### src/rtl/edb_ram.sv
module edb_ram #(
    parameter int WIDTH = 8,
    parameter int DEPTH = 16,
    parameter int AW    = (DEPTH > 1) ? $clog2(DEPTH) : 1
) (
    input  logic             clk,
    input  logic             we,
    input  logic [AW-1:0]    waddr,
    input  logic [WIDTH-1:0] wdata,
    input  logic             re,
    input  logic [AW-1:0]    raddr,
    output logic [WIDTH-1:0] rdata
);

    logic [WIDTH-1:0] mem [DEPTH];

    // read returns the old word on a same-address write
    always_ff @(posedge clk)
    begin
        if (re)
        begin
            rdata <= mem[raddr];
        end
        if (we)
        begin
            mem[waddr] <= wdata;
        end
    end

endmodule

### config.mk
export PLATFORM = sky130hd
export DESIGN_NAME = edb_ram
export DESIGN_NICKNAME = d
export VERILOG_FILES = /design/src/rtl/edb_ram.sv
export SDC_FILE = /design/constraint.sdc
export NUM_CORES = 1
export LEC_CHECK = 0
export BUFFER_PORTS_ARGS = -buffer_cell sky130_fd_sc_hd__buf_2
export CORE_MARGIN = 10
export CORE_UTILIZATION = 25
export CTS_BUF_LIST = sky130_fd_sc_hd__clkbuf_4 sky130_fd_sc_hd__clkbuf_8
export DETAILED_ROUTE_END_ITERATION = 10
export GPL_ROUTABILITY_DRIVEN = 0
export MAX_ROUTING_LAYER = met4
export PLACE_DENSITY_LB_ADDON = 0.05
export REMOVE_ABC_BUFFERS = 1
export SLEW_MARGIN = 0
export SYNTH_ARGS = -nofsm -noshare
export SYNTH_HDL_FRONTEND = slang
export SYNTH_SLANG_ARGS = --single-unit
### constraint.sdc
create_clock -name clk -period 2.2 [get_ports clk]
set_clock_uncertainty 0.2 [all_clocks]
set_input_delay 0 -clock clk [delete_from_list [all_inputs] [get_ports clk]]
set_output_delay 0 -clock clk [all_outputs]
set_load 0.01 [all_outputs]
# Word level (Yosys, flattened, before mapping)
# Memory sizes are Yosys's and may differ from the RTL's. A register that Yosys moved wholly into a read port is not among the register bits.
# Cells that the tools add are included.
# totals
ff_bits	0
mem_bits_rw	128
inputBits	19
out_inout_bits	8
n_memories	1
# op_classes
muxes	2
# mem_list
name	words	word_bits	rd	rd_ports_with_merged_regs	wr	line	rtl
mem	16	8	1	1	1	15	logic [WIDTH-1:0] mem [DEPTH];
# ops
cell	count
1-bit two-way mux	2

# Logic depth before layout (Yosys ltp)
# logic_depth
word_depth	2
ltp_mapped	5
ltp_nobuf	3

# Least setup slack after synthesis
# No wires, ideal clock.
# synth_path
path_type	input -> register
from	in waddr[2]
to	mem mem[0][0], enable pin
setup_time_ps	383
arrival_ps	1110
required_time_ps	1617
slack_ps	507
cell_stages	2
path_buffers	0
cell_sequence	or3b_2 > nor3_1
# synth_rtl
element	line	rtl
start, declared	8	input logic [AW-1:0] waddr,
end, declared	15	
# No word-level cell before the write port.

# Final worst setup path
# layout_path
from	in waddr[2]
to	mem mem[2][4], enable pin
# No word-level cell before the write port.

==> results.cfg <==
[outcome]
outcome = completed

[timing]
setup_viol = 0
tns_ps = 0
slew_headroom_pct = 60.3
fin_crit_sh_pct = 97.4
hold_ws_ps = 57.4
timing.fmax_ghz = 0.467
rsz0062_at_grt = no
drv_slew = 0
worst_pin_slew_ps = 596
finalCriticalPeriod_ps = 2140
hold_viol_final = 0

[yosys]
synth_cell_types = 18
synthMuxAreaShare_pct = 14.8
synth_fa_ha_area_share_pct = 0
synth_area_um2 = 5230
yosys_warnings = 0
ys_ff_latch = 136
yosysSeqAreaShare_pct = 78.1
synthCells = 229
synth-xor-area-share_pct = 0
synth-compound-area-share_pct = 2.30
syn_avg_cell_area_um2 = 22.8
synth-simple-area-share_pct = 3.14
synth_top_family_by_area = multiplexers

[critical_path]
end_kind = flip-flop
critical-path-slowest-cell = dlygate4sd3_1
path_max_fanout = 5
critPathLaunchType = primary input
cp_data_required_time_ps = 2140
cpMostUsedCell = dlygate4sd3_1
cp_slowest_stage_delay_ps = 610
crit_type = in2reg
cp_cell_sequence = dlygate4sd3_1 > buf_2 > or3b_2 > dlygate4sd3_1 > nor2_2 > buf_4
crit_arrival_ps = 2080

[route]
routed_wl_mm = 12.9
vias = 2531
ant_nets = 0
firstDrtPassIters = 4
via_per_inst = 4.33
routedWlPerCell_um = 22.2
drc = 0
drt_iter0_markers = 217

[grt]
grt_start_max_net_pins = 33
antenna_found_initial = 0
grt-ovfl-total = 0
grt_pass1_wl_mm = 19.2
gr-usage-all-layers_pct = 10.4
grt_pass1_vias = 2652

[layout]
syn2layout_area_growth_pct = 23.8
instances_no_fill = 584
drive_gt1_share_pct = 30.9
mostFrequentLayoutCell = edfxtp_1
nNetsFinal = 320
n_fill_cell = 2004
final_cell_mix = edfxtp_1, buf_2, mux4_2, buf_4, clkbuf_8
antenna_cells = 0

[floorplan]
dieArea_um2 = 27100
fp.dieW_um = 165
core_um2 = 20400
initial_core_util_pct = 25.6
fp.dieH_um = 165
rows = 52
ios = 27

[clock_network]
clk_latency_ps = 440
cts_buffer_depth = 2
cts-buffers-inserted = 17
cts_tree = yes
post-cts-setup-buffer-count = 0
clock-sinks = 136
clk_pin_slew_ps = 80
h-tree-depth = 4
root_buffer = clkbuf_8

[place]
dp.cells = 536
port_buffers = 26
dp_hpwl_mm = 8.17

[pwr]
leakage_nw = 2.15
power.density_nw_per_um2 = 905
ir_drop_v = 0.000371

[flow_run]
maxCapViolCount = 0

[hold_path]
min_path_type = in2reg
-- area by class of cell --
| cell class | count | area (um^2) | area share, % |
|---|---|---|---|
| Clock buffer | 17 | 234 | 3.62 |
| Clock inverter | 15 | 279 | 4.31 |
| Tap cell | 270 | 338 | 5.22 |
| Multi-Input combinational cell | 83 | 1060 | 16.4 |
| Sequential cell | 136 | 4080 | 63.1 |
| Timing Repair Buffer | 63 | 477 | 7.37 |
-- cell usage after synthesis --
master,n,area [um^2]
a22oi_1,16,120
and2_1,1,6.26
and2b_1,1,7.51
buf_2,3,15.0
buf_4,1,7.51
buf_6,3,33.8
clkdlybuf4s25_2,3,30.0
edfxtp_1,136,4080
mux4_1,14,368
mux4_2,18,405
nand2_1,9,33.8
nand2b_1,2,12.5
nand3_1,1,5.00
nand3b_1,2,15.0
nor2_1,13,48.8
nor2b_1,1,6.26
nor3_1,4,20.0
or3b_2,1,8.76
-- path summary, 6_finish.rpt --
kind,startpoint,endpoint,slack [ps],depth (start not counted)
max,waddr[2],mem[2][4],60,6
min reg2reg,mem[14][3],rdata[3],550,3
min,raddr[3],rdata[7],60,5
max reg2reg,mem[7][5],rdata[5],500,3
-- through the flow --
stage | cell area, um^2 | power (mW) | util [%] | worst slack, ps
floorplan | 5140 | 3.11 | - | 507
finish | 6470 | 5.86 | 31.7 | 56.7
detailed placement | 5790 | 3.29 | 28.4 | 275
global placement | 5790 | 3.29 | 28.4 | 233
CTS | 6460 | 5.93 | 31.6 | 55.6
global route | 6470 | 6.08 | 31.7 | 2.51
-- cells by family (layout without fill, tap and decap cells) --
logic type	after synthesis	count (layout)
buffers and inverters	10	95
multiplexers	32	32
AND/OR/NAND/NOR	35	35
flip-flops	136	136
AO/OA/AOI/OAI	16	16
-- power breakdown --
| part | internal (mW) | switching, mW | total [mW] |
|---|---|---|---|
| clock | 1.68 | 0.936 | 2.62 |
| sequential | 2.92 | 0.0141 | 2.93 |
| combinational | 0.133 | 0.179 | 0.312 |
-- state kept, by name (all words and copies together), names as in the netlist --
| signal | flops |
|---|---|
| rdata | 8 |
| mem | 128 |
-- worst max-delay path, delay by kind of cell --
| family | cells | cell delay, ps |
|---|---|---|
| buffers and inverters | 4 | 1450 |
| AND/OR/NAND/NOR | 2 | 620 |
-- repair_timing --
item	in CTS	in global routing
hold endpoints to repair	180	0
resized for setup	0	2
hold buffers	16	0
setup endpoints to repair	0	13
-- metal layers --
metal	GRT usage (%)	share of wire [%]	up-vias
li1	-	-	1122
met1	14.3	49	1366
met2	15.0	46	36
met3	2.61	3.2	7
met4	3.14	1.1	0
met5	-	0	-
Note: power is estimated with default switching activity, not from simulation.
