**src/rtl/edb_pkg.sv**
```systemverilog
package edb_pkg;

    // line buffer geometry
    localparam int MAX_WIDTH  = 1024;
    localparam int MIN_WIDTH  = 2;
    localparam int COL_W      = $clog2(MAX_WIDTH);
    localparam int WID_W      = $clog2(MAX_WIDTH + 1);
    localparam int LW_W       = 11;
    localparam int CMP_W      = (WID_W > LW_W) ? WID_W : LW_W;
    localparam int BANK_DEPTH = (MAX_WIDTH + 1) / 2;
    localparam int BANK_AW    = (BANK_DEPTH > 1) ? $clog2(BANK_DEPTH) : 1;

    // pixel and configuration widths
    localparam int PIX_W = 8;
    localparam int THR_W = 8;
    localparam int CFG_W = 11;

    localparam logic [THR_W-1:0] THRESHOLD_RESET  = 8'd127;
    localparam logic [LW_W-1:0]  LINE_WIDTH_RESET = 11'd1024;
    localparam logic [PIX_W-1:0] WHITE            = 8'd255;
    localparam logic [PIX_W-1:0] BLACK            = 8'd0;

    typedef enum logic [0:0] {
        REG_THRESHOLD  = 1'b0,
        REG_LINE_WIDTH = 1'b1
    } cfg_index_t;

    // shares owed to one column of the next row
    typedef struct packed {
        logic signed [5:0] dr;
        logic signed [7:0] d;
        logic signed [6:0] dl;
    } share_t;

    localparam int SHARE_W = $bits(share_t);

    // one pixel on its way from the input to the diffusion stage
    typedef struct packed {
        logic [PIX_W-1:0] pixel;
        logic             fs;
        logic             first_row;
        logic             last;
        logic [COL_W-1:0] col;
    } item_t;

    // up to two line buffer writes per pixel, at col-1 and at col
    typedef struct packed {
        logic             a_en;
        logic [COL_W-1:0] a_col;
        share_t           a_data;
        logic             b_en;
        logic [COL_W-1:0] b_col;
        share_t           b_data;
    } wr_t;

    function automatic logic [PIX_W-1:0] clamp_add(input logic [PIX_W-1:0] v,
                                                    input logic signed [7:0] s);
        logic signed [9:0] sum;
        sum = $signed({2'b00, v}) + 10'(s);
        if (sum < 10'sd0)
            return BLACK;
        else if (sum > 10'sd255)
            return WHITE;
        else
            return sum[PIX_W-1:0];
    endfunction

    // ceil(n / 16) for signed n, via floor((n + 15) / 16)
    function automatic logic signed [7:0] ceil16(input logic signed [12:0] n);
        logic signed [12:0] t;
        t = n + 13'sd15;
        return 8'(t >>> 4);
    endfunction

endpackage

```
**src/rtl/edb_diffuse.sv**
```systemverilog
module edb_diffuse (
    input  logic                     clk,
    input  logic                     rst_n,
    input  logic                     advance,
    input  edb_pkg::item_t           item,
    input  edb_pkg::share_t          above,
    input  logic [edb_pkg::THR_W-1:0] threshold,
    output logic [edb_pkg::PIX_W-1:0] result,
    output edb_pkg::wr_t             wr
);
    import edb_pkg::*;

    logic signed [7:0] right_share_reg;
    logic signed [5:0] held_dr_reg;
    logic signed [7:0] held_d_reg;
    logic signed [5:0] older_dr_reg;

    logic signed [7:0] r_in;
    logic signed [5:0] held_dr_in;
    logic signed [7:0] held_d_in;
    logic signed [5:0] older_dr_in;

    logic [PIX_W-1:0]   v1, v2, v3, v4;
    logic signed [8:0]  err;
    logic signed [12:0] err_w;
    logic signed [7:0]  r_share;
    logic signed [7:0]  d_share;
    logic signed [6:0]  dl_share;
    logic signed [5:0]  dr_share;

    // frame start drops whatever the previous frame left in the row registers
    assign r_in        = item.fs ? 8'sd0 : right_share_reg;
    assign held_dr_in  = item.fs ? 6'sd0 : held_dr_reg;
    assign held_d_in   = item.fs ? 8'sd0 : held_d_reg;
    assign older_dr_in = item.fs ? 6'sd0 : older_dr_reg;

    always_comb
    begin
        if (item.first_row)
        begin
            v3 = item.pixel;
            v1 = item.pixel;
            v2 = item.pixel;
        end
        else
        begin
            v1 = clamp_add(item.pixel, 8'(above.dr));
            v2 = clamp_add(v1, above.d);
            v3 = clamp_add(v2, 8'(above.dl));
        end
        v4 = clamp_add(v3, r_in);
    end

    assign result = (v4 > threshold) ? WHITE : BLACK;

    assign err      = $signed({1'b0, v4}) - $signed({1'b0, result});
    assign err_w    = 13'(err);
    assign r_share  = ceil16(err_w * 13'sd7);
    assign dl_share = 7'(ceil16(err_w * 13'sd3));
    assign d_share  = ceil16(err_w * 13'sd5);
    assign dr_share = 6'(ceil16(err_w));

    always_comb
    begin
        wr.a_en      = advance && (item.col != '0);
        wr.a_col     = item.col - 1'b1;
        wr.a_data.dr = older_dr_in;
        wr.a_data.d  = held_d_in;
        wr.a_data.dl = dl_share;
        wr.b_en      = advance && item.last;
        wr.b_col     = item.col;
        wr.b_data.dr = held_dr_in;
        wr.b_data.d  = d_share;
        wr.b_data.dl = 7'sd0;
    end

    always_ff @(posedge clk or negedge rst_n)
    begin
        if (!rst_n)
        begin
            right_share_reg <= '0;
            held_dr_reg     <= '0;
            held_d_reg      <= '0;
            older_dr_reg    <= '0;
        end
        else if (advance)
        begin
            if (item.last)
            begin
                right_share_reg <= '0;
                held_dr_reg     <= '0;
                held_d_reg      <= '0;
                older_dr_reg    <= '0;
            end
            else
            begin
                right_share_reg <= r_share;
                held_dr_reg     <= dr_share;
                held_d_reg      <= d_share;
                older_dr_reg    <= held_dr_in;
            end
        end
    end

endmodule

```
**config.mk**
```make
export PLATFORM = sky130hd
export DESIGN_NAME = edb_diffuse
export DESIGN_NICKNAME = d
export VERILOG_FILES = /design/src/rtl/edb_pkg.sv /design/src/rtl/edb_diffuse.sv
export SDC_FILE = /design/constraint.sdc
export NUM_CORES = 1
export LEC_CHECK = 0
export ABC_AREA = 1
export BUFFER_PORTS_ARGS = -buffer_cell sky130_fd_sc_hd__buf_4
export CORE_UTILIZATION = 30
export CTS_BUF_LIST = sky130_fd_sc_hd__clkbuf_4
export CTS_CLUSTER_DIAMETER = 40
export CTS_CLUSTER_SIZE = 28
export DETAILED_ROUTE_END_ITERATION = 8
export PLACE_DENSITY = 0.57
export SYNTH_ARGS = -nofsm -noshare
export SYNTH_HDL_FRONTEND = slang
export SYNTH_SLANG_ARGS = --single-unit
```
**constraint.sdc**
```tcl
create_clock -name clk -period 23.1 [get_ports clk]
set_input_delay 2.31 -clock clk [delete_from_list [all_inputs] [get_ports clk]]
set_output_delay 2.31 -clock clk [all_outputs]
set_load 0.03 [all_outputs]
```
After elaboration in Yosys (flattened, before gate mapping)
Index checks and enable logic that the tools add are counted.
Word-level totals
  memory bits (read-only): 0
  latch bits: 0
  flip-flop bits (word level): 28
  memories: 0
  output and inout port bits: 72
  memory bits (writable): 0
Operators by class
  order comparisons: 9
  muxes and demuxes: 20
  div/mod/pow operators: 0
  multiply operators: 3
  reductions and logical operators: 3
  eq/ne operators: 0
  $add $sub $neg: 10
  bitwise operators: 0
  shift operators: 0
Operators with widths (count)
  two-way mux 8 bit: 16
  > comparator 10 x 9 -> 1 bit (second input constant): 4
  < comparator 10 x 1 -> 1 bit (second input constant): 4
  adder 12 x 5 -> 12 bit (second input constant): 2
  multiplier 9 x 4 -> 12 bit (second input constant): 2
  two-way mux 6 bit: 4
  adder 9 x 8 -> 10 bit: 2
  adder 11 x 5 -> 11 bit (second input constant): 1
  multiplier 9 x 3 -> 11 bit (second input constant): 1
  adder 9 x 5 -> 10 bit (second input constant): 1
  adder 9 x 6 -> 10 bit: 1
  adder 9 x 7 -> 10 bit: 1
  nonzero test 10 bit: 1
  subtractor 10 x 1 -> 10 bit (second input constant): 1
  subtractor 8 x 8 -> 9 bit: 1
  > comparator 8 bit: 1
  logical AND 1 bit: 2

Depth between registers and ports, before layout
Gate-level depths: netlist (run 1).
  word-level depth: 25
  gate-level depth with buffers: 95
  mapped depth without buffers: 95

Worst setup path before layout (run 1)
No wires, ideal clock.
  path kind: input -> output
  start point: in item[13] (netlist name)
  end point: out wr[38] (netlist name)
  setup slack: 6.678 ns
  path buffers: 0
  data required time: 20.790 ns
  arrival: 14.112 ns
  cell stages on the path: 83
  cell sequence: ha_1 > inv_1 > fa_1 > o21ai_0 > a21oi_1 > o21ai_0 > nand2_1 > a21oi_1 > nor3_1 > o21ai_1 > a21oi_1 > ha_1 > fa_1 > nand3_1 > and2_1 > nor2_1 > o21ai_0 > nand2_1 > (+47 left out) > inv_1 > ha_1 > a21oi_1 > inv_1 > a21oi_1 > inv_1 > nand2_1 > inv_1 > nor2_1 > inv_1 > a21oi_1 > inv_1 > a21oi_1 > nor2_1 > nor2_1 > o21bai_1 > a21oi_1 > xor2_1
RTL lines
  start, declared: RTL line edb_diffuse.sv:5  | input edb_pkg::item_t item,
  end, declared: RTL line edb_diffuse.sv:9  | output edb_pkg::wr_t wr

==> results of run 1 <==
==> per-layer routing <==
layer	wire, µm	up-vias	GRT usage [%]
met1	6580	2152	18.5
met5	0	-	0
met2	6110	62	24.0
met4	56	0	1.74
li1	-	2689	-
met3	296	4	0.444
==> critical path, delay by kind of cell <==
family / cells / cell delay (ns)
adder cells (fa/ha/maj): 12 / 4.13
AND/OR/NAND/NOR: 30 / 3.20
AO/OA/AOI/OAI: 22 / 4.11
buffers and inverters: 14 / 1.21
XOR/XNOR: 2 / 0.28
==> cell families (layout without fill, tap and decap cells) <==
| kind of cell | Yosys count | after routing |
|---|---|---|
| adders and majority gates | 130 | 130 |
| xor gates and xnor gates | 55 | 55 |
| and+or+nand+nor | 258 | 258 |
| AOI/OAI and AO/OA | 124 | 124 |
| buffers and inverters | 192 | 282 |
| DFF | 28 | 28 |
| other | 1 | 7 |
==> per-stage QoR <==
step	instances	setup slack, ns
final	1118	5.52
after detailed placement	1114	5.46
after floorplan	794	6.68
after global placement	1114	5.66
after global routing	1118	4.19
after CTS	1118	5.45
==> cell usage after synthesis (2+ instances only) <==
library cell  instances  area share [%]
o21ai_1               4            0.35
a21oi_1              59             5.1
xor2_1               31             4.7
nand3_1              24             2.1
buf_4                26             3.4
o21ai_0              16             1.4
fa_1                 14             4.9
dfrtp_1              28              12
clkbuf_1              5            0.33
nor3_1                4            0.35
and3_1                3            0.33
nand2_4              10             2.0
nand2_2              15             1.6
a21o_1                9             1.2
inv_2                 5            0.33
ha_1                116              25
nand4_1               8            0.87
nand3_2               5            0.87
xnor2_1              21             3.2
o22ai_1              18             2.0
or2_2                 3            0.33
nor2_4                3            0.59
o21bai_1              7            0.92
and2_1                2            0.22
nor2_1               60             3.9
a31oi_1               3            0.33
a211oi_1              2            0.26
inv_1               154              10
nand2_1             115             7.5
==> cell type report <==
class | count | area, µm²
Fill cell | 2011 | 11900
Inverter | 160 | 602
Clock buffer | 3 | 22.5
Multi-Input combinational cell | 574 | 4240
Tap cell | 234 | 293
Clock inverter | 1 | 30.0
Timing Repair Buffer | 118 | 886
Sequential cell | 28 | 701
==> final timing paths <==
path,cells past startpoint,to
worst min register to register,2,held_dr_reg[5]$_DFFE_PN0P_
min in group asynchronous,1,older_dr_reg[1]$_DFFE_PN0P_
worst max register to register,47,right_share_reg[7]$_DFFE_PN0P_
worst max-delay path,80,wr[38]
worst min-delay path,2,held_dr_reg[5]$_DFFE_PN0P_
max in group asynchronous,1,right_share_reg[0]$_DFFE_PN0P_
==> flow_summary_export.csv, run 1 <==
group,metric,value,unit
detailed_routing,routedWlPerCell,11.7,µm
logic_synthesis,synth_ff_type,"dfrtp_1",
placement,dpl.hpwl,11400,µm
hold_path,worst_hold_path_type,"register to register",
flow_run,maxCapViolations,0,
logic_synthesis,syn_avg_cell_area,7.28,µm²
floorplanning,die-height,140,µm
layout,final_nets,1068,
logic_synthesis,syn_inst,788,
logic_synthesis,synth-edff-count,0,
floorplanning,io_pins,125,
logic_synthesis,synthesis.area,5740,µm²
critical_path,cp_slowest_cell,"fa_1",
detailed_routing,drc,0,
logic_synthesis,postSynth.asyncResetShare,100,%
clocking,hold_buffers,0,
logic_synthesis,synth_top_family_by_area,"adder cells",
global_route,grt_pass1_vias,4761,
floorplanning,num_rows,50,
clocking,clk_pin_slew,0.16,ns
logic_synthesis,synthSimpleGateAreaFrac,21.8,%
critical_path,rrSetupSlack,15.44,ns
hold_path,worstHoldStart,"held_dr_reg[5]$_DFFE_PN0P_",
placement,dpl_cell_area,6720,µm²
sta,fmax,0.0569,GHz
sta,finalCritPeriodShare,76.1,%
sta,setup_violations,0,
outcome,status,"finished clean",
sta,post-route-min-period,17.58,ns
clocking,tritoncts,"done",
clocking,root_buffer,"clkbuf_4",
critical_path,cp-end-kind,"output port",
detailed_routing,drt_iter0_markers,144,
detailed_routing,drt-total-wl,13000,µm
detailed_routing,dr.pass1.iters,4,
sta,final_hold_viol_count,0,
logic_synthesis,yosysWarnings,0,
clocking,cts_made_buffers,3,
logic_synthesis,yosys.area_share.adder,30.2,%
detailed_routing,ant_nets,0,
sta,finalMaxSlewViolations,0,
global_route,overflow,0,
layout,drive_above_1_share,19.3,%
sta,tns,0,ns
global_route,grt_max_degree,29,
clocking,clk_path_buf_depth,2,
floorplanning,die_w,140,µm
sta,clock_skew,0.00931,ns
critical_path,start_kind,"input pin",
floorplanning,initial_core_util,30.7,%
sta,whs,0.500,ns
placement,portBuffers,117,
critical_path,crit_fanout,10,
logic_synthesis,synth_xor_area_share,8.99,%
critical_path,r2r_start,"right_share_reg[0]$_DFFE_PN0P_",
logic_synthesis,ys_ff_latch,28,
layout,stdcell_area,6770,µm²
floorplanning,coreArea,18700,µm²
clocking,worstSkewPairLatency,0.33,ns
clocking,htree_levels,1,
critical_path,cpPeakStageDelay,0.64,ns
layout,most-common-layout-cells,"inv_1 (154), buf_4 (118), ha_1 (116), nand2_1 (115), nor2_1 (60)",
global_route,antenna_found_initial,0,
logic_synthesis,synth_compound_area_share,12.4,%
layout,syn_to_final_growth,18.0,%
placement,gp_congestion,0.773,
detailed_routing,viasPerCell,4.39,
sta,relSlewSlack,61.9,%
layout,n_antenna_cell,0,
global_route,grtUsageTotal,13.5,%
critical_path,crit_path_start,"item[13]",
detailed_routing,vias,4907,
clocking,cts_resized,0,
floorplanning,die-area,19700,µm²
critical_path,crit_top_cell,"a21oi_1",
sta,worst_slew_pin_slew,0.569,ns
global_route,grt_pass1_wl,22000,µm
sta,rsz0062_at_grt,"false",
layout,final_common_cell,"inv_1",
logic_synthesis,synth-seq-area-share,12.2,%
critical_path,critPathKind,"input pin to output port",
clocking,cts_sinks,28,
critical_path,cp_data_arrival_time,15.27,ns
logic_synthesis,synthMuxAreaShare,0,%
critical_path,crit_required,20.79,ns
layout,fin_util,36.2,%
clocking,cts_setup_buffers,0,
logic_synthesis,synthDistinctLibCells,47,
Power of run 1 is left out: the tool's default activity adds up to more than one toggle a clock period on the data nets, which glitch-free logic cannot reach.
==> inputs of run 2 (changes only) <==
--- a/config.mk
+++ b/config.mk
@@ -12,7 +12,7 @@
 export CTS_CLUSTER_DIAMETER = 40
 export CTS_CLUSTER_SIZE = 28
 export DETAILED_ROUTE_END_ITERATION = 8
-export PLACE_DENSITY = 0.57
+export PLACE_DENSITY = 0.59
 export SYNTH_ARGS = -nofsm -noshare
 export SYNTH_HDL_FRONTEND = slang
 export SYNTH_SLANG_ARGS = --single-unit
==> constraint.sdc (replaced) <==
create_clock -name clk -period 16.15 [get_ports clk]
set_input_delay 1.615 -clock clk [delete_from_list [all_inputs] [get_ports clk]]
set_output_delay 1.615 -clock clk [all_outputs]
set_load 0.03 [all_outputs]
==> run 2 against run 1 <==
Net effect: sequential share of layout area is 0.20 points lower; register-to-register slack worse by 6.4 ns; count of clock-buffer cells in the layout did not move; core utilization up 0.72 points; clock skew is 0.0046 ns lower; first-iteration DRC count up 40%; critical path depth fell by 6; cell area grew 2.0%; critical path type unchanged.
==> flow_summary_export.csv, run 2 (synthesis results as in run 1) <==
group,metric,value,unit
critical_path,endpoint,"wr[14]",
critical_path,r2r_start,"right_share_reg[0]$_DFFE_PN0P_",
global_route,grtUsageTotal,14.0,%
global_route,overflow,0,
placement,dpl.hpwl,11500,µm
floorplanning,num_rows,50,
clocking,root_buffer,"clkbuf_4",
floorplanning,io_pins,125,
clocking,cts_made_buffers,3,
clocking,worstSkewPairLatency,0.32,ns
detailed_routing,drt-total-wl,13700,µm
clocking,htree_levels,1,
critical_path,cp-end-kind,"output port",
global_route,grt_pass1_wl,22900,µm
floorplanning,die-height,140,µm
clocking,hold_buffers,0,
layout,n_antenna_cell,0,
layout,final_nets,1075,
sta,setup_violations,0,
critical_path,cp_data_arrival_time,13.45,ns
layout,nFillCells,1936,
placement,portBuffers,117,
critical_path,cpPeakStageDelay,0.48,ns
sta,fmax,0.0664,GHz
critical_path,crit_top_cell,"nand2_1",
critical_path,crit_required,14.53,ns
placement,dpl_cell_area,6730,µm²
critical_path,reg2reg_to,"right_share_reg[7]$_DFFE_PN0P_",
clocking,clk_pin_slew,0.15,ns
sta,relSlewSlack,62.2,%
clocking,tritoncts,"done",
layout,drive_above_1_share,22.7,%
layout,most-common-layout-cells,"inv_1 (151), buf_4 (125), nand2_1 (114), ha_1 (114), nor2_1 (58)",
placement,gp_congestion,0.831,
sta,whs,0.500,ns
global_route,antenna_found_initial,0,
hold_path,worst_hold_path_type,"register to register",
detailed_routing,vias,5052,
layout,syn_to_final_growth,20.4,%
outcome,status,"finished clean",
sta,worst_slew_pin_slew,0.565,ns
critical_path,critPathKind,"input pin to output port",
critical_path,start_kind,"input pin",
global_route,grt_pass1_vias,4838,
layout,seqCellArea,701,µm²
critical_path,rrSetupSlack,9.02,ns
critical_path,crit_fanout,8,
detailed_routing,drt_iter0_markers,202,
critical_path,rr_worst_depth,48,
floorplanning,coreArea,18700,µm²
clocking,cts_sinks,28,
layout,stdcell_area,6910,µm²
layout,multiInputGateArea,4350,µm²
detailed_routing,drc,0,
detailed_routing,viasPerCell,4.49,
detailed_routing,dr.pass1.iters,4,
floorplanning,die_w,140,µm
detailed_routing,ant_nets,0,
sta,final_hold_viol_count,0,
sta,clock_skew,0.00475,ns
sta,finalMaxSlewViolations,0,
sta,post-route-min-period,15.07,ns
critical_path,crit_path_start,"item[13]",
sta,setup_ws,1.08,ns
clocking,clk_path_buf_depth,2,
placement,pre_cts_ws,0.0199,ns
flow_run,maxCapViolations,0,
critical_path,cp_slowest_cell,"xor2_1",
floorplanning,initial_core_util,30.7,%
layout,final_common_cell,"inv_1",
floorplanning,die-area,19700,µm²
sta,finalCritPeriodShare,93.3,%
global_route,grt_max_degree,29,
detailed_routing,routedWlPerCell,12.2,µm
run 2: cell count changes in the layout (fill, tap and decap cells not counted), moves of 3 or more:
cell,before,now
a21oi_1,59,49
inv_1,154,151
a21oi_2,0,10
buf_4,118,125
run 2: area by class of cell:
| cell class | instances | area share, % |
|---|---|---|
| tap | 234 | 4.24 |
| timing repair buffer | 125 | 13.6 |
| multi-input combinational | 574 | 62.9 |
| clock buffer | 3 | 0.326 |
| sequential | 28 | 10.1 |
| inverter | 160 | 8.77 |
run 2: layer usage:
metal	track usage (%)	vias to the layer above	share of wire [%]
li1	-	2695	-
met1	18.8	2279	48
met2	25.2	72	49
met3	0.889	6	2.5
met4	1.74	0	0.76
met5	0	-	0
run 2: worst min path at each step:
stage,slack [ns],start,end,cells after the start
finish,0.50,held_dr_reg[4]$_DFFE_PN0P_,held_dr_reg[4]$_DFFE_PN0P_,2
CTS,0.50,held_dr_reg[4]$_DFFE_PN0P_,held_dr_reg[4]$_DFFE_PN0P_,2
detailed placement,0.47,held_dr_reg[4]$_DFFE_PN0P_,held_dr_reg[4]$_DFFE_PN0P_,2
global route,0.53,held_dr_reg[3]$_DFFE_PN0P_,held_dr_reg[3]$_DFFE_PN0P_,2
floorplan,0.45,held_dr_reg[1]$_DFFE_PN0P_,held_dr_reg[1]$_DFFE_PN0P_,2
global placement,0.47,held_dr_reg[4]$_DFFE_PN0P_,held_dr_reg[4]$_DFFE_PN0P_,2
run 2: timing repair:
item,4_1_cts,5_1_grt
endpoints found under the setup margin,1,11
resized for setup,1,29
endpoints found under the hold margin,0,0
pin swaps,0,5
buffers inserted,0,5
run 2: per-stage QoR:
stage	util (%)	instances	TNS [ns]
floorplan	-	794	0
detailed placement	36.0	1116	0
global route	36.9	1124	-0.0626
finish	36.9	1124	0
global placement	36.0	1116	0
CTS	36.1	1119	0
run 2: critical path: cells and delay by family:
family | cells | cell delay [ns]
AO/OA/AOI/OAI | 22 | 3.62
XOR/XNOR | 4 | 0.88
adder cells (fa/ha/maj) | 11 | 3.43
buffers and inverters | 11 | 1.23
AND/OR/NAND/NOR | 26 | 2.65
Power of run 2 is left out for the same reason.
==> inputs of run 3 (changes only) <==
--- a/config.mk
+++ b/config.mk
@@ -6,13 +6,14 @@
 export NUM_CORES = 1
 export LEC_CHECK = 0
 export ABC_AREA = 1
-export BUFFER_PORTS_ARGS = -buffer_cell sky130_fd_sc_hd__buf_4
 export CORE_UTILIZATION = 30
 export CTS_BUF_LIST = sky130_fd_sc_hd__clkbuf_4
 export CTS_CLUSTER_DIAMETER = 40
 export CTS_CLUSTER_SIZE = 28
 export DETAILED_ROUTE_END_ITERATION = 8
-export PLACE_DENSITY = 0.59
+export DONT_BUFFER_PORTS = 1
+export PLACE_DENSITY = 0.53
+export SKIP_LAST_GASP = 1
 export SYNTH_ARGS = -nofsm -noshare
 export SYNTH_HDL_FRONTEND = slang
 export SYNTH_SLANG_ARGS = --single-unit
==> run 3 against run 2 <==
Net effect: core utilization down 4.8 points; largest cell class unchanged; routed wire length down 4.0%; global-route usage down 0.56 points; final cell count down 10%; maximum frequency down 0.52%; flip-flop and latch count unchanged; die area unchanged; cell area down 13%; hold slack better by 0.0027 ns; highest routed layer unchanged.
==> flow_summary_export.csv, run 3 (synthesis results as in run 1) <==
group,metric,value,unit
floorplanning,die_w,140,µm
critical_path,cp-end-kind,"output port",
global_route,grt_pass1_vias,4513,
sta,setup_violations,0,
hold_path,worst_hold_path_type,"register to register",
clocking,root_buffer,"clkbuf_4",
floorplanning,coreArea,18700,µm²
placement,gp_congestion,0.824,
floorplanning,die-height,140,µm
layout,nFillCells,1988,
layout,multiInputGateArea,4300,µm²
clocking,tritoncts,"done",
placement,dpl.hpwl,11300,µm
sta,clock_skew,0.00771,ns
sta,relSlewSlack,44.5,%
sta,post-route-min-period,15.15,ns
sta,worst_slew_pin_slew,0.829,ns
detailed_routing,dr.pass1.iters,4,
clocking,worstSkewPairLatency,0.33,ns
clocking,htree_levels,1,
floorplanning,die-area,19700,µm²
floorplanning,io_pins,125,
outcome,status,"finished clean",
layout,n_antenna_cell,0,
critical_path,cp_data_arrival_time,13.53,ns
layout,seqCellArea,701,µm²
sta,finalMaxSlewViolations,0,
detailed_routing,viasPerCell,4.55,
detailed_routing,routedWlPerCell,13.0,µm
critical_path,crit_fanout,10,
clocking,cts_sinks,28,
global_route,grtUsageTotal,13.4,%
detailed_routing,vias,4607,
critical_path,cpPeakStageDelay,0.42,ns
placement,portBuffers,0,
critical_path,start_kind,"input pin",
layout,drive_above_1_share,10.8,%
layout,most-common-layout-cells,"inv_1 (150), ha_1 (116), nand2_1 (114), nor2_1 (59), a21oi_1 (50)",
clocking,clk_pin_slew,0.15,ns
clocking,clk_path_buf_depth,2,
sta,finalCritPeriodShare,93.8,%
placement,pre_cts_ws,0.313,ns
global_route,antenna_found_initial,0,
detailed_routing,drc,0,
critical_path,critPathKind,"input pin to output port",
sta,fmax,0.0660,GHz
sta,whs,0.503,ns
global_route,overflow,0,
floorplanning,num_rows,50,
flow_run,maxCapViolations,0,
detailed_routing,drt-total-wl,13200,µm
global_route,grt_pass1_wl,21600,µm
clocking,cts_made_buffers,3,
global_route,grt_max_degree,29,
critical_path,crit_top_cell,"nand2_1",
sta,final_hold_viol_count,0,
detailed_routing,ant_nets,0,
layout,final_nets,963,
clocking,hold_buffers,0,
layout,final_common_cell,"inv_1",
critical_path,cp_slowest_cell,"fa_1",
critical_path,crit_required,14.53,ns
floorplanning,initial_core_util,30.7,%
detailed_routing,drt_iter0_markers,191,
sta,setup_ws,1.00,ns
layout,syn_to_final_growth,4.86,%
run 3: cell types whose count changed in the layout (fill, tap and decap cells not counted), sizes merged:
cell,previous run,this run
buf,125,13
clkinvlp,1,0
inv,158,159
run 3: worst paths after layout:
path | slack (ns) | to | cells past startpoint | startpoint
hold / removal | 0.50 | held_dr_reg[4]$_DFFE_PN0P_ | 2 | held_dr_reg[4]$_DFFE_PN0P_
setup / recovery | 1.00 | wr[14] | 72 | item[13]
setup reg to reg | 8.74 | right_share_reg[7]$_DFFE_PN0P_ | 53 | right_share_reg[0]$_DFFE_PN0P_
max in group asynchronous | 15.12 | right_share_reg[5]$_DFFE_PN0P_ | 0 | rst_n
min in group asynchronous | 0.95 | held_d_reg[3]$_DFFE_PN0P_ | 0 | rst_n
hold reg to reg | 0.50 | held_dr_reg[4]$_DFFE_PN0P_ | 2 | held_dr_reg[4]$_DFFE_PN0P_
run 3: final cells by class:
cell class / instances / area share, %
Inverter: 160 / 10.0
Multi-Input combinational cell: 574 / 71.5
Clock buffer: 3 / 0.374
Timing Repair Buffer: 13 / 1.62
Tap cell: 234 / 4.87
Sequential cell: 28 / 11.6
run 3: critical path, delay by kind of cell:
family	cells	cell delay, ns
AOI/OAI and AO/OA	24	3.91
adders and majority gates	13	3.82
and+or+nand+nor	26	2.75
buffers and inverters	7	0.79
xor gates and xnor gates	2	0.61
run 3: metal layers:
metal  up-vias  wire (µm)  track usage, %
li1       2474          -               -
met1      2059       6200            17.4
met2        68       6290            23.8
met3         6        594            1.91
met4         0         98            2.26
met5         -          0               0
run 3: through the flow:
stage,instance area (µm²),TNS (ns),instances,util [%]
floorplan,5760,0,794,-
global placement,5910,0,1006,31.6
detailed placement,5910,0,1006,31.6
CTS,5930,0,1009,31.7
global route,6010,-0.0157,1012,32.2
finish,6010,0,1012,32.2
run 3: timing repair:
action | 4_1_cts | 5_1_grt
setup endpoints to repair | 0 | 9
endpoints found under the hold margin | 0 | 0
resized for setup | 0 | 21
buffers inserted | 0 | 3
Power of run 3 is left out for the same reason.
